==> src/rtl/cbct_pkg.sv <==
// Package for the color blob centroid tracker.
// Widths, limits, register indexes, reset values, the sequencer state type and the divider operation type.
// No dependencies.
package cbct_pkg;

    localparam int MAX_WIDTH  = 256;
    localparam int MAX_HEIGHT = 128;

    localparam int X_W   = $clog2(MAX_WIDTH);
    localparam int Y_W   = $clog2(MAX_HEIGHT);
    localparam int CNT_W = 16;
    localparam int SX_W  = 23;
    localparam int SY_W  = 22;
    localparam int FN_W  = 32;

    localparam int CNT_MAX = MAX_WIDTH * MAX_HEIGHT;

    // shared divider
    localparam int NUM_W = 26;
    localparam int DEN_W = 24;
    localparam int QUO_W = 10;
    localparam int DCNT_W = $clog2(NUM_W);

    localparam int MAX_GRID = 16;

    // configuration port
    localparam int CFG_IDX_W  = 3;
    localparam int CFG_DATA_W = 9;

    localparam logic [CFG_IDX_W-1:0] REG_RED_MIN      = 3'd0;
    localparam logic [CFG_IDX_W-1:0] REG_GREEN_MIN    = 3'd1;
    localparam logic [CFG_IDX_W-1:0] REG_BLUE_MAX     = 3'd2;
    localparam logic [CFG_IDX_W-1:0] REG_FRAME_WIDTH  = 3'd3;
    localparam logic [CFG_IDX_W-1:0] REG_CELL_WIDTH   = 3'd4;
    localparam logic [CFG_IDX_W-1:0] REG_CELL_HEIGHT  = 3'd5;
    localparam logic [CFG_IDX_W-1:0] REG_GRID_COLUMNS = 3'd6;
    localparam logic [CFG_IDX_W-1:0] REG_GRID_ROWS    = 3'd7;

    localparam logic [7:0] RED_MIN_RST      = 8'd100;
    localparam logic [7:0] GREEN_MIN_RST    = 8'd90;
    localparam logic [7:0] BLUE_MAX_RST     = 8'd20;
    localparam logic [8:0] FRAME_WIDTH_RST  = 9'd144;
    localparam logic [8:0] CELL_WIDTH_RST   = 9'd24;
    localparam logic [7:0] CELL_HEIGHT_RST  = 8'd15;
    localparam logic [4:0] GRID_COLUMNS_RST = 5'd6;
    localparam logic [4:0] GRID_ROWS_RST    = 5'd5;

    localparam logic [8:0]  LAST_CELL_RST   = 9'h1FE;
    localparam logic [9:0]  LAST_X2_RST     = 10'h3FF;
    localparam logic [8:0]  LAST_Y2_RST     = 9'h1FF;
    localparam logic [13:0] LAST_BUCKET_RST = 14'h3FFF;

    // output beat layout
    localparam int OUT_DATA_W = 80;
    localparam int IN_DATA_W  = 24;

    typedef enum logic [4:0] {
        ST_PIX   = 5'b00001,
        ST_SETUP = 5'b00010,
        ST_DIV   = 5'b00100,
        ST_CELL  = 5'b01000,
        ST_CMP   = 5'b10000
    } state_t;

    typedef enum logic [1:0] {
        OP_COL = 2'd0,
        OP_ROW = 2'd1,
        OP_CX2 = 2'd2,
        OP_CY2 = 2'd3
    } div_op_t;

endpackage

==> src/rtl/color_blob_centroid_tracker_core.sv <==
// Color blob centroid tracker: pixel accumulation, shared iterative divider
// and change-detecting result output. Depends on cbct_pkg.
//
// Usage:
//   Slave stream: one RGB pixel per beat in raster order, tlast on the last
//   pixel of a frame. Pixels that are not the last of a frame are taken one
//   per clock. The beat with tlast starts the end-of-frame sequence, during
//   which s_tready is low: for a frame with blob pixels, four divisions on
//   the one shared restoring divider, then the cell and compare steps; for a
//   frame without any, the compare step alone.
//   Master stream: one result beat per frame, only when grid cell, doubled
//   centroid or count bucket changed from the last result; it appears in the
//   cycle after the sequence ends and is held in an output register until
//   taken. Pixels of the next frame are accepted meanwhile; a stalled
//   receiver holds the block only when the next frame's result is ready.
//   Configuration: cfg_we/cfg_index/cfg_data, one register per write, taken
//   at once; write only while the block is idle.
//   Reset: registers to defaults, counters and sums cleared, no beat pending.
module color_blob_centroid_tracker_core
    import cbct_pkg::*;
(
    input  logic                  clk,
    input  logic                  rst_n,
    input  logic                  s_tvalid,
    output logic                  s_tready,
    // [7:0] red_level, [15:8] green_level, [23:16] blue_level
    input  logic [IN_DATA_W-1:0]  s_tdata,
    input  logic                  s_tlast,
    output logic                  m_tvalid,
    input  logic                  m_tready,
    // [31:0] frame_number, [40:32] grid_cell, [50:41] center_x2,
    // [59:51] center_y2, [75:60] pixel_count, [79:76] zero
    output logic [OUT_DATA_W-1:0] m_tdata,
    // [0] blob_found
    output logic                  m_tuser,
    input  logic                  cfg_we,
    input  logic [CFG_IDX_W-1:0]  cfg_index,
    input  logic [CFG_DATA_W-1:0] cfg_data
);

    state_t state_reg, state_next;

    logic [7:0] red_min_reg, red_min_next;
    logic [7:0] green_min_reg, green_min_next;
    logic [7:0] blue_max_reg, blue_max_next;
    logic [8:0] frame_width_reg, frame_width_next;
    logic [8:0] cell_width_reg, cell_width_next;
    logic [7:0] cell_height_reg, cell_height_next;
    logic [4:0] grid_columns_reg, grid_columns_next;
    logic [4:0] grid_rows_reg, grid_rows_next;

    logic [X_W-1:0]   x_reg, x_next;
    logic [Y_W-1:0]   y_reg, y_next;
    logic [SX_W-1:0]  sum_x_reg, sum_x_next;
    logic [SY_W-1:0]  sum_y_reg, sum_y_next;
    logic [CNT_W-1:0] count_reg, count_next;
    logic [FN_W-1:0]  frame_counter_reg, frame_counter_next;
    logic [8:0]       last_cell_reg, last_cell_next;
    logic [9:0]       last_x2_reg, last_x2_next;
    logic [8:0]       last_y2_reg, last_y2_next;
    logic [13:0]      last_bucket_reg, last_bucket_next;
    logic             out_valid_reg, out_valid_next;
    div_op_t          op_reg, op_next;
    logic [DCNT_W-1:0] dcnt_reg, dcnt_next;

    logic [NUM_W-1:0] num_reg, num_next;
    logic [DEN_W-1:0] den_reg, den_next;
    logic [DEN_W-1:0] rem_reg, rem_next;
    logic [QUO_W-1:0] quo_reg, quo_next;
    logic [QUO_W-1:0] col_q_reg, col_q_next;
    logic [QUO_W-1:0] row_q_reg, row_q_next;
    logic [9:0]       cx2_reg, cx2_next;
    logic [8:0]       cy2_reg, cy2_next;
    logic [8:0]       cell_reg, cell_next;
    logic [OUT_DATA_W-1:0] out_data_reg, out_data_next;
    logic             out_user_reg, out_user_next;

    logic [7:0]       red_level, green_level, blue_level;
    logic             accept, hit;
    logic [8:0]       fw_eff, cw_eff, x_inc;
    logic [7:0]       ch_eff;
    logic [4:0]       cols_eff, rows_eff, cols_m1, rows_m1;
    logic [3:0]       col_sel, row_sel;
    logic [24:0]      mul_prod;
    logic [8:0]       mul_b;
    logic [DEN_W:0]   trial, diff;
    logic             ge;
    logic [QUO_W-1:0] quo_new;
    logic             changed, out_busy;

    assign red_level   = s_tdata[7:0];
    assign green_level = s_tdata[15:8];
    assign blue_level  = s_tdata[23:16];

    assign s_tready = (state_reg == ST_PIX);
    assign accept   = s_tvalid && s_tready;
    assign m_tvalid = out_valid_reg;
    assign m_tdata  = out_data_reg;
    assign m_tuser  = out_user_reg;

    assign hit = (red_level >= red_min_reg) && (green_level >= green_min_reg)
              && (blue_level <= blue_max_reg)
              && ({1'b0, count_reg} < (CNT_W+1)'(CNT_MAX));

    always_comb
    begin
        if (frame_width_reg == 9'd0)
            fw_eff = 9'd1;
        else if ({1'b0, frame_width_reg} > 10'(MAX_WIDTH))
            fw_eff = 9'(MAX_WIDTH);
        else
            fw_eff = frame_width_reg;
        cw_eff   = (cell_width_reg == 9'd0) ? 9'd1 : cell_width_reg;
        ch_eff   = (cell_height_reg == 8'd0) ? 8'd1 : cell_height_reg;
        if (grid_columns_reg == 5'd0)
            cols_eff = 5'd1;
        else if (grid_columns_reg > 5'(MAX_GRID))
            cols_eff = 5'(MAX_GRID);
        else
            cols_eff = grid_columns_reg;
        if (grid_rows_reg == 5'd0)
            rows_eff = 5'd1;
        else if (grid_rows_reg > 5'(MAX_GRID))
            rows_eff = 5'(MAX_GRID);
        else
            rows_eff = grid_rows_reg;
    end

    assign cols_m1 = cols_eff - 5'd1;
    assign rows_m1 = rows_eff - 5'd1;
    assign col_sel = (col_q_reg > {5'd0, cols_m1}) ? cols_m1[3:0] : col_q_reg[3:0];
    assign row_sel = (row_q_reg > {5'd0, rows_m1}) ? rows_m1[3:0] : row_q_reg[3:0];

    assign x_inc = {1'b0, x_reg} + 9'd1;

    assign mul_b    = (op_reg == OP_COL) ? cw_eff : {1'b0, ch_eff};
    assign mul_prod = count_reg * mul_b;

    assign trial   = {rem_reg, num_reg[NUM_W-1]};
    assign diff    = trial - {1'b0, den_reg};
    assign ge      = (trial >= {1'b0, den_reg});
    assign quo_new = {quo_reg[QUO_W-2:0], ge};

    assign changed = (cell_reg != last_cell_reg) || (cx2_reg != last_x2_reg)
                  || (cy2_reg != last_y2_reg) || (count_reg[15:2] != last_bucket_reg);
    assign out_busy = out_valid_reg && !m_tready;

    always_comb
    begin
        state_next         = state_reg;
        red_min_next       = red_min_reg;
        green_min_next     = green_min_reg;
        blue_max_next      = blue_max_reg;
        frame_width_next   = frame_width_reg;
        cell_width_next    = cell_width_reg;
        cell_height_next   = cell_height_reg;
        grid_columns_next  = grid_columns_reg;
        grid_rows_next     = grid_rows_reg;
        x_next             = x_reg;
        y_next             = y_reg;
        sum_x_next         = sum_x_reg;
        sum_y_next         = sum_y_reg;
        count_next         = count_reg;
        frame_counter_next = frame_counter_reg;
        last_cell_next     = last_cell_reg;
        last_x2_next       = last_x2_reg;
        last_y2_next       = last_y2_reg;
        last_bucket_next   = last_bucket_reg;
        out_valid_next     = m_tready ? 1'b0 : out_valid_reg;
        op_next            = op_reg;
        dcnt_next          = dcnt_reg;
        num_next           = num_reg;
        den_next           = den_reg;
        rem_next           = rem_reg;
        quo_next           = quo_reg;
        col_q_next         = col_q_reg;
        row_q_next         = row_q_reg;
        cx2_next           = cx2_reg;
        cy2_next           = cy2_reg;
        cell_next          = cell_reg;
        out_data_next      = out_data_reg;
        out_user_next      = out_user_reg;

        if (cfg_we)
        begin
            unique case (cfg_index)
                REG_RED_MIN:      red_min_next      = cfg_data[7:0];
                REG_GREEN_MIN:    green_min_next    = cfg_data[7:0];
                REG_BLUE_MAX:     blue_max_next     = cfg_data[7:0];
                REG_FRAME_WIDTH:  frame_width_next  = cfg_data[8:0];
                REG_CELL_WIDTH:   cell_width_next   = cfg_data[8:0];
                REG_CELL_HEIGHT:  cell_height_next  = cfg_data[7:0];
                REG_GRID_COLUMNS: grid_columns_next = cfg_data[4:0];
                REG_GRID_ROWS:    grid_rows_next    = cfg_data[4:0];
                default:          ;
            endcase
        end

        unique case (state_reg)
            ST_PIX:
            begin
                if (accept)
                begin
                    if (hit)
                    begin
                        sum_x_next = sum_x_reg + SX_W'(x_reg);
                        sum_y_next = sum_y_reg + SY_W'(y_reg);
                        count_next = count_reg + CNT_W'(1);
                    end
                    if (s_tlast)
                    begin
                        x_next  = '0;
                        y_next  = '0;
                        op_next = OP_COL;
                        if (!hit && count_reg == '0)
                        begin
                            cell_next  = 9'h1FF;
                            cx2_next   = 10'h3FF;
                            cy2_next   = 9'h1FF;
                            state_next = ST_CMP;
                        end
                        else
                        begin
                            state_next = ST_SETUP;
                        end
                    end
                    else if (x_inc >= fw_eff)
                    begin
                        x_next = '0;
                        y_next = (y_reg == Y_W'(MAX_HEIGHT - 1)) ? '0 : y_reg + Y_W'(1);
                    end
                    else
                    begin
                        x_next = x_inc[X_W-1:0];
                    end
                end
            end
            ST_SETUP:
            begin
                rem_next  = '0;
                quo_next  = '0;
                dcnt_next = '0;
                unique case (op_reg)
                    OP_COL:
                    begin
                        num_next = NUM_W'(sum_x_reg);
                        den_next = mul_prod[DEN_W-1:0];
                    end
                    OP_ROW:
                    begin
                        num_next = NUM_W'(sum_y_reg);
                        den_next = mul_prod[DEN_W-1:0];
                    end
                    OP_CX2:
                    begin
                        num_next = {1'b0, sum_x_reg, 2'b00} + NUM_W'(count_reg);
                        den_next = DEN_W'({count_reg, 1'b0});
                    end
                    OP_CY2:
                    begin
                        num_next = {2'b00, sum_y_reg, 2'b00} + NUM_W'(count_reg);
                        den_next = DEN_W'({count_reg, 1'b0});
                    end
                    default: ;
                endcase
                state_next = ST_DIV;
            end
            ST_DIV:
            begin
                rem_next  = ge ? diff[DEN_W-1:0] : trial[DEN_W-1:0];
                num_next  = {num_reg[NUM_W-2:0], 1'b0};
                quo_next  = quo_new;
                dcnt_next = dcnt_reg + DCNT_W'(1);
                if (dcnt_reg == DCNT_W'(NUM_W - 1))
                begin
                    unique case (op_reg)
                        OP_COL:  col_q_next = quo_new;
                        OP_ROW:  row_q_next = quo_new;
                        OP_CX2:  cx2_next   = quo_new;
                        OP_CY2:  cy2_next   = quo_new[8:0];
                        default: ;
                    endcase
                    if (op_reg == OP_CY2)
                    begin
                        state_next = ST_CELL;
                    end
                    else
                    begin
                        op_next    = div_op_t'(op_reg + 2'd1);
                        state_next = ST_SETUP;
                    end
                end
            end
            ST_CELL:
            begin
                cell_next  = {5'd0, row_sel} * {4'd0, cols_eff} + {5'd0, col_sel};
                state_next = ST_CMP;
            end
            ST_CMP:
            begin
                if (!(changed && out_busy))
                begin
                    if (changed)
                    begin
                        out_valid_next   = 1'b1;
                        out_data_next    = {4'd0, count_reg, cy2_reg, cx2_reg, cell_reg,
                                            frame_counter_reg};
                        out_user_next    = (count_reg != '0);
                        last_cell_next   = cell_reg;
                        last_x2_next     = cx2_reg;
                        last_y2_next     = cy2_reg;
                        last_bucket_next = count_reg[15:2];
                    end
                    sum_x_next         = '0;
                    sum_y_next         = '0;
                    count_next         = '0;
                    frame_counter_next = frame_counter_reg + FN_W'(1);
                    state_next         = ST_PIX;
                end
            end
            default: state_next = ST_PIX;
        endcase
    end

    always_ff @(posedge clk or negedge rst_n)
    begin
        if (!rst_n)
        begin
            state_reg         <= ST_PIX;
            red_min_reg       <= RED_MIN_RST;
            green_min_reg     <= GREEN_MIN_RST;
            blue_max_reg      <= BLUE_MAX_RST;
            frame_width_reg   <= FRAME_WIDTH_RST;
            cell_width_reg    <= CELL_WIDTH_RST;
            cell_height_reg   <= CELL_HEIGHT_RST;
            grid_columns_reg  <= GRID_COLUMNS_RST;
            grid_rows_reg     <= GRID_ROWS_RST;
            x_reg             <= '0;
            y_reg             <= '0;
            sum_x_reg         <= '0;
            sum_y_reg         <= '0;
            count_reg         <= '0;
            frame_counter_reg <= '0;
            last_cell_reg     <= LAST_CELL_RST;
            last_x2_reg       <= LAST_X2_RST;
            last_y2_reg       <= LAST_Y2_RST;
            last_bucket_reg   <= LAST_BUCKET_RST;
            out_valid_reg     <= 1'b0;
            op_reg            <= OP_COL;
            dcnt_reg          <= '0;
        end
        else
        begin
            state_reg         <= state_next;
            red_min_reg       <= red_min_next;
            green_min_reg     <= green_min_next;
            blue_max_reg      <= blue_max_next;
            frame_width_reg   <= frame_width_next;
            cell_width_reg    <= cell_width_next;
            cell_height_reg   <= cell_height_next;
            grid_columns_reg  <= grid_columns_next;
            grid_rows_reg     <= grid_rows_next;
            x_reg             <= x_next;
            y_reg             <= y_next;
            sum_x_reg         <= sum_x_next;
            sum_y_reg         <= sum_y_next;
            count_reg         <= count_next;
            frame_counter_reg <= frame_counter_next;
            last_cell_reg     <= last_cell_next;
            last_x2_reg       <= last_x2_next;
            last_y2_reg       <= last_y2_next;
            last_bucket_reg   <= last_bucket_next;
            out_valid_reg     <= out_valid_next;
            op_reg            <= op_next;
            dcnt_reg          <= dcnt_next;
        end
    end

    always_ff @(posedge clk)
    begin
        num_reg      <= num_next;
        den_reg      <= den_next;
        rem_reg      <= rem_next;
        quo_reg      <= quo_next;
        col_q_reg    <= col_q_next;
        row_q_reg    <= row_q_next;
        cx2_reg      <= cx2_next;
        cy2_reg      <= cy2_next;
        cell_reg     <= cell_next;
        out_data_reg <= out_data_next;
        out_user_reg <= out_user_next;
    end

`ifndef SYNTH
    a_new_beat_from_compare: assert property (@(posedge clk) disable iff (!rst_n)
        $rose(out_valid_reg) |-> $past(state_reg == ST_CMP))
        else $error("result beat raised outside compare step");

    a_rem_below_den: assert property (@(posedge clk) disable iff (!rst_n)
        (state_reg == ST_DIV) |-> (rem_reg < den_reg))
        else $error("divider remainder not below divisor");

    a_count_limit: assert property (@(posedge clk) disable iff (!rst_n)
        ({1'b0, count_reg} <= (CNT_W+1)'(CNT_MAX)))
        else $error("blob count beyond limit");

    a_busy_after_last: assert property (@(posedge clk) disable iff (!rst_n)
        (accept && s_tlast) |=> !s_tready)
        else $error("pixel taken right after frame end");
`endif

endmodule
==> config.mk <==
export PLATFORM = sky130hd
export DESIGN_NAME = color_blob_centroid_tracker_core
export DESIGN_NICKNAME = d
export VERILOG_FILES = /design/src/rtl/cbct_pkg.sv /design/src/rtl/color_blob_centroid_tracker_core.sv
export SDC_FILE = /design/constraint.sdc
export NUM_CORES = 1
export LEC_CHECK = 0
export ABC_AREA = 1
export BUFFER_PORTS_ARGS = -buffer_cell sky130_fd_sc_hd__buf_2
export CAP_MARGIN = 5
export CORE_MARGIN = 4
export CORE_UTILIZATION = 50
export CTS_CLUSTER_SIZE = 10
export DETAILED_ROUTE_END_ITERATION = 6
export GPL_ROUTABILITY_DRIVEN = 0
export PLACE_DENSITY_LB_ADDON = 0.05
export SLEW_MARGIN = 0
export SYNTH_ARGS = -nofsm -noshare
export SYNTH_HDL_FRONTEND = slang
export SYNTH_SLANG_ARGS = --single-unit
==> constraint.sdc <==
create_clock -name clk -period 11.6 [get_ports clk]
set_input_delay 1.74 -clock clk [delete_from_list [all_inputs] [get_ports clk]]
set_output_delay 1.74 -clock clk [all_outputs]
set_load 0.02 [all_outputs]
==> results.md, run 1 <==
* Status: finished clean
* Final ANT Viol Nets at 0
* Fin area at roughly 0.034 mm²
* Largest family of logic cells by synthesized area: simple AND/OR/NAND/NOR gates
* N_diodes at 0
* Pre-CTS WS at approximately 5.2 ns
* Achievable Freq at around 0.16 GHz
* Ys flop type: edfxtp_1
* Compound-cell area share of the yosys netlist at between 7 and 8%
* Sequential fraction of the synthesis area at a little under two fifths
* Port-buffer cells at 120
* Die height at between 200 and 300 µm
* Full die area at approximately 0.066 mm²
* CP Max Fanout at 44
* CTS Buffer Depth at 3
* Post-Synth Simple-Gate Area at between 20% and 30%
* Chip width at approximately 260 µm
* Crit share post-route at 55.3%
* Area Growth Syn to Fin at 9.62%
* I/O Pins at approximately 130
* Hold_ws at approximately 0.46 ns
* Relative slew slack at a little under a third
* Hold_buf cts at 0
* Resize count post-CTS at 0
* Worst-Margin Slew at just over 1 ns
* TritonCTS Buffers at 52
* Crit path launch type: flop
* Remaining DRCs at 0
* Initial DRC count at ~2300
* Syn Area/Cell at about 7.8 µm²
* Mapped cell area at 0.0310 mm²
* Vias in the first global route at between 20000 and 30000
* Clk pin slew, worst setup/hold paths at around 0.060 ns
* Routed WL at approximately 90 mm
* Clk root buf: clkbuf_16
* Final hold viol count at 0
* Min Clock Period, post-route at 6.42 ns
* RSZ-0062 raised after global routing: false
* CTS tree: done
* XOR/XNOR share of the synthesized area at just under 4%
* Core Footprint at just over 0.06 mm²
* Final setup violation count at 0
* Share of flip-flops with an asynchronous set or reset at between 50% and 60%
* Highest routed layer: met5
* Most used cell along the critical path: nand2_1
* Setup TNS at 0 ns
* EDFF count, synth at 208
* Static Leak at 0.0163 µW
* Peak VDD IR at roughly 0.10 mV
* Nets at approximately 4400
* Clock latency on the worst-skew pair at between 0.6 and 0.7 ns
* Post-Syn Instances at around 4000
* Drt pass-1 iters at 6
* Worst path arrival time at 6.74 ns
* Share of cells above drive strength 1 at 8.16%
* Adder-Cell Fraction of Synth Area at between 10% and 20%
* Hold Crit Class: flop to flop
* H-tree depth at 2
* DP Area at 0.0324 mm²
* PnR worst setup slack at roughly 5.2 ns
* Synth unique cells at 50
* Vias at 26400
* Clk_skew at approximately 0.058 ns
* Number of flip-flops in the largest register at 76
* Post-CTS setup buffer count at 0
* First-pass GRT wire length at about 140 mm
* Max-capacitance violation count at 0
* Mux contribution to synthesized area at 0%
* Crit path required time at 11.92 ns
* Hpwl dp at ~65 mm
* Crit path kind: flop to flop
* Wire length on met3 at 6.08 mm
* Crit-path slowest cell: fa_1
* Seq cells post-synth at ~430
* Max stage delay on crit path at between 0.5 and 0.6 ns
* PwrDens at 170 mW/mm²
* Via density at 5.34
* Worst Setup End Kind: flop
* Met2 wire length at between 30 and 40 mm
* Pins Over Slew Limit at 0
* Worst-path cell chain: inv_1 > ha_1 > buf_4 > inv_1 > buf_4 > or2_2 > o21ai_0 > inv_1 > nand2_1 > fa_1 > fa_1 > inv_1 > fa_1 > fa_1 > ha_1 > nand2_1 > o21ai_0 > nor2_1 > o21ai_0 > nand2_1 > nand2_1 > nand2_1 > nand3_1 > o21ai_0
* Commonest non-fill, non-tap cell in the layout: nand2_1
* Clock Sink Count at ~430
* Starting density of the core at about half
* Yosys warning total at 0
* DRT met1 WL at 41.1 mm
* Global route total overflow at 0
* Largest net degree at the start of global routing at slightly above 100
* Most frequent cells in the layout: nand2_1 (1208), inv_1 (485), nor2_1 (354)
* Row count at 91
* GR Util All Layers at a little over a quarter
* Initial antenna violation count at 2
* Avg WL per Cell at roughly 18 µm
==> worst max-delay path: cells and delay by family (launching register included) <==
family | cells | cell delay (ns)
AO/OA/AOI/OAI | 4 | 0.86
AND/OR/NAND/NOR | 8 | 1.02
buffers and inverters | 6 | 1.30
adder cells (fa/ha/maj) | 6 | 2.52
flip-flops | 1 | 0.41
==> where the power goes <==
| part | switching, µW | internal [µW] | leakage (µW) |
|---|---|---|---|
| registers | 236 | 2000 | 0.00457 |
| clock network | 663 | 859 | 0.000746 |
| logic | 1360 | 655 | 0.0110 |
| total | 2260 | 3510 | 0.0163 |
==> cell type report <==
class                           instances  area, µm²
Clock buffer                           88       1460
Clock inverter                          9        109
Fill cell                            5886      27600
Inverter                              496       1860
Multi-Input combinational cell       2924      16700
Sequential cell                       431      11900
Tap cell                              837       1050
Timing Repair Buffer                  158        896
==> per-stage QoR <==
step,total power [µW],utilization (%),cells
floorplan,3660,-,3976
global placement,4240,52.7,4846
detailed placement,4270,52.7,4846
CTS,5810,55.2,4943
global route,6200,55.2,4943
finish,5770,55.2,4943
==> kinds of logic after synthesis <==
kind of cell,count (synthesis)
AOI/OAI and AO/OA,433
other,2
buffers and inverters,621
and+or+nand+nor,2053
adders and majority gates,294
DFF,431
xor gates and xnor gates,139
==> Yosys cell counts, drive strengths merged (63+ instances only) <==
| cell type | count | area (µm²) |
|---|---|---|
| a21oi | 148 | 741 |
| clkbuf | 68 | 255 |
| dfrtp | 160 | 4000 |
| dfstp | 63 | 1660 |
| edfxtp | 208 | 6250 |
| fa | 112 | 2240 |
| ha | 182 | 2280 |
| inv | 495 | 1860 |
| nand2 | 1212 | 4560 |
| nand3 | 232 | 1190 |
| nand4 | 131 | 820 |
| nor2 | 359 | 1380 |
| o21ai | 247 | 1240 |
| xnor2 | 65 | 569 |
| xor2 | 74 | 648 |
==> metal layers <==
| layer | track usage [%] | vias to the layer above |
|---|---|---|
| met3 | 3.98 | 156 |
| li1 | - | 13000 |
| met2 | 40.7 | 825 |
| met1 | 39.2 | 12300 |
| met5 | 0 | - |
| met4 | 8.88 | 2 |
==> worst paths after layout <==
| check | from | endpoint | slack, ns | cells after the start |
|---|---|---|---|---|
| worst max-delay path | op_reg[0]$_DFFE_PN0P_ | den_reg[15]$_DFFE_PP_ | 5.18 | 24 |
| worst min-delay path | frame_counter_reg[31]$_DFFE_PN0P_ | m_tdata[31]$_DFFE_PP_ | 0.46 | 0 |
| worst max register to register | op_reg[0]$_DFFE_PN0P_ | den_reg[15]$_DFFE_PP_ | 5.18 | 24 |
| worst min register to register | frame_counter_reg[31]$_DFFE_PN0P_ | m_tdata[31]$_DFFE_PP_ | 0.46 | 0 |
| max in group asynchronous | rst_n | sum_y_reg[20]$_DFFE_PN0P_ | 9.01 | 2 |
| min in group asynchronous | rst_n | grid_rows_reg[3]$_DFFE_PN0P_ | 1.17 | 1 |
No activity file was read; power rests on OpenSTA's default activity.
==> inputs of run 2 (changes only) <==
clock period = 6.5 ns   (was 11.6 ns; I/O delays follow)
==> results.md, run 2 (synthesized netlist as in run 1, its figures left out) <==
* Full die area at 0.0661 mm² (unchanged)
* Avg WL per Cell at 17.6 µm (-1.0%)
* Status: finished clean
* Max-capacitance violation count at 0 (unchanged)
* Most frequent cells in the layout: nand2_1 (1208), inv_1 (485), nor2_1 (354)
* Crit path required time at 6.83 ns (-5.09 ns)
* Final core occ at 55.4% (+0.16 points)
* Starting density of the core at 50.4% (unchanged)
* Area Growth Syn to Fin at 9.94%
* Row count at 91 (unchanged)
* Hold Crit Class: primary input to async pin
* Worst-Margin Slew at 1.05 ns (+0.0166 ns)
* Largest net degree at the start of global routing at 126 (+22%)
* Global route total overflow at 0 (unchanged)
* Worst path arrival time at 6.33 ns (-0.41 ns)
* R2r startpoint: op_reg[0]$_DFFE_PN0P_
* Hold_ws at 0.430 ns (-0.0308 ns)
* R2R cell count at 23 (-4.2%)
* H-tree depth at 2 (unchanged)
* Number of flip-flops in the largest register at 76 (unchanged)
* First-pass GRT wire length at 140 mm (-0.76%)
* Initial antenna violation count at 1 (-1)
* Crit path kind: flop to flop
* Clk_skew at 0.0476 ns (-0.00987 ns)
* Die height at 257 µm (unchanged)
* Power, Total at 10400 µW (+79%)
* Setup TNS at 0 ns (unchanged)
* Final hold viol count at 0 (unchanged)
* Via density at 5.31 (-0.42%)
* Initial DRC count at 2210 (-4.8%)
* Static Leak at 0.0164 µW (+0.41%)
* Final setup violation count at 0 (unchanged)
* Commonest non-fill, non-tap cell in the layout: nand2_1
* I/O Pins at 125 (unchanged)
* Min Clock Period, post-route at 6.00 ns (-0.416 ns)
* Port-buffer cells at 120 (unchanged)
* R2r setup slk at 0.50 ns (-4.68 ns)
* Crit path launch type: flop
* Vias at 26300 (-0.24%)
* Clk pin slew, worst setup/hold paths at 0.06 ns (about the same)
* Vias in the first global route at 25300 (+0.46%)
* RSZ-0062 raised after global routing: false
* Achievable Freq at 0.167 GHz (+6.9%)
* Worst Setup End Kind: flop
* FILL cells at 5969 (+1.4%)
* Core Footprint at 0.0616 mm² (unchanged)
* Crit path launch: op_reg[0]$_DFFE_PN0P_
* CTS Buffer Depth at 3 (unchanged)
* Crit share post-route at 92.3% (+37 points)
* Clock latency on the worst-skew pair at 0.61 ns (-0.03 ns)
* Worst r2r dst: den_reg[20]$_SDFFCE_PP0P_
* PwrDens at 304 mW/mm² (+79%)
* Critical path endpoint: den_reg[20]$_SDFFCE_PP0P_
* GR Util All Layers at 26.4% (-0.28 points)
* Routed WL at 87.4 mm (-0.87%)
* Pins Over Slew Limit at 0 (unchanged)
* Hpwl dp at 65.4 mm (about the same)
* Nets at 4409 (+0.23%)
* CP Max Fanout at 22 (-50%)
* N_diodes at 0 (unchanged)
* TritonCTS Buffers at 52 (unchanged)
* Drt pass-1 iters at 6 (unchanged)
* Chip width at 257 µm (unchanged)
* Peak VDD IR at 0.257 mV (+140%)
* Hold_buf cts at 0 (unchanged)
* CTS tree: done
* Relative slew slack at 30.0% (-1.1 points)
* Clock Sink Count at 431 (unchanged)
* Clk root buf: clkbuf_16
* Share of cells above drive strength 1 at 8.51% (+0.35 points)
* Final ANT Viol Nets at 0 (unchanged)
* Post-CTS setup buffer count at 0 (unchanged)
* Remaining DRCs at 0 (unchanged)
[run 2: changes by cell type in the layout (fill, tap and decap cells not counted), moves of 2 or more]
| cell | before | now |
|---|---|---|
| clkinv_2 | 3 | 5 |
| buf_12 | 0 | 2 |
| clkbuf_8 | 0 | 4 |
| clkbuf_1 | 35 | 31 |
| clkinv_1 | 3 | 1 |
| buf_4 | 38 | 46 |
[run 2: worst min-delay path by stage]
stage | to | slack [ns] | cells after the start
finish | dcnt_reg[2]$_DFFE_PN0P_ | 0.43 | 1
detailed placement | m_tdata[31]$_DFFE_PP_ | 0.44 | 0
CTS | m_tdata[31]$_DFFE_PP_ | 0.45 | 0
floorplan | m_tdata[31]$_DFFE_PP_ | 0.42 | 0
global route | m_tdata[31]$_DFFE_PP_ | 0.47 | 0
global placement | m_tdata[31]$_DFFE_PP_ | 0.43 | 0
[run 2: cell type report]
cell class | instances | area, µm² | share of cell area, %
multi-input combinational | 2924 | 16700 | 49.0
clock inverter | 9 | 101 | 0.297
clock buffer | 87 | 1470 | 4.32
sequential | 431 | 11900 | 34.9
inverter | 496 | 1860 | 5.46
tap | 837 | 1050 | 3.07
timing repair buffer | 168 | 996 | 2.92
[run 2: timing repair]
item                                   in CTS  in global routing
setup endpoints to repair                   0                  1
endpoints found under the hold margin       0                  0
gates resized for setup                     0                  1
[run 2: per-layer routing]
metal  vias to the layer above  GRT usage [%]  part of all wire, %
met5                         -              0                    0
met4                         0           7.03                  2.6
met3                       127           5.81                  8.2
met2                       860           40.6                   44
met1                     12200           38.0                   46
li1                      13100              -                    -
[run 2: stage by stage]
| step | instance area (µm²) | std cells | worst slack [ns] |
|---|---|---|---|
| after floorplan | 31000 | 3976 | 1.12 |
| after global placement | 32500 | 4856 | 0.631 |
| after detailed placement | 32500 | 4856 | 0.523 |
| after CTS | 34100 | 4952 | 0.464 |
| after global routing | 34100 | 4952 | 0.0643 |
| final | 34100 | 4952 | 0.498 |
[run 2: worst max-delay path, stage by stage (launching register included)]
cell and delay (ns):
dfrtp_1 0.41, inv_1 0.11, ha_1 0.29, buf_4 0.30, or2_2 0.15, o21ai_0 0.28, inv_1 0.17, buf_4 0.21
nand2_1 0.09, fa_1 0.50, inv_1 0.06, fa_1 0.50, fa_1 0.53, fa_1 0.51, ha_1 0.35, nand2_1 0.10
o21ai_0 0.26, nor2_1 0.09, o21ai_0 0.41, nand3_1 0.12, nand2_1 0.11, nand2_1 0.06, nand2_1 0.06, nor2_1 0.04
[run 2: power by group]
group          leakage, µW  internal (µW)  switching (µW)
clock network     0.000756           1580            1150
registers          0.00457           3570             411
logic               0.0111           1190            2460
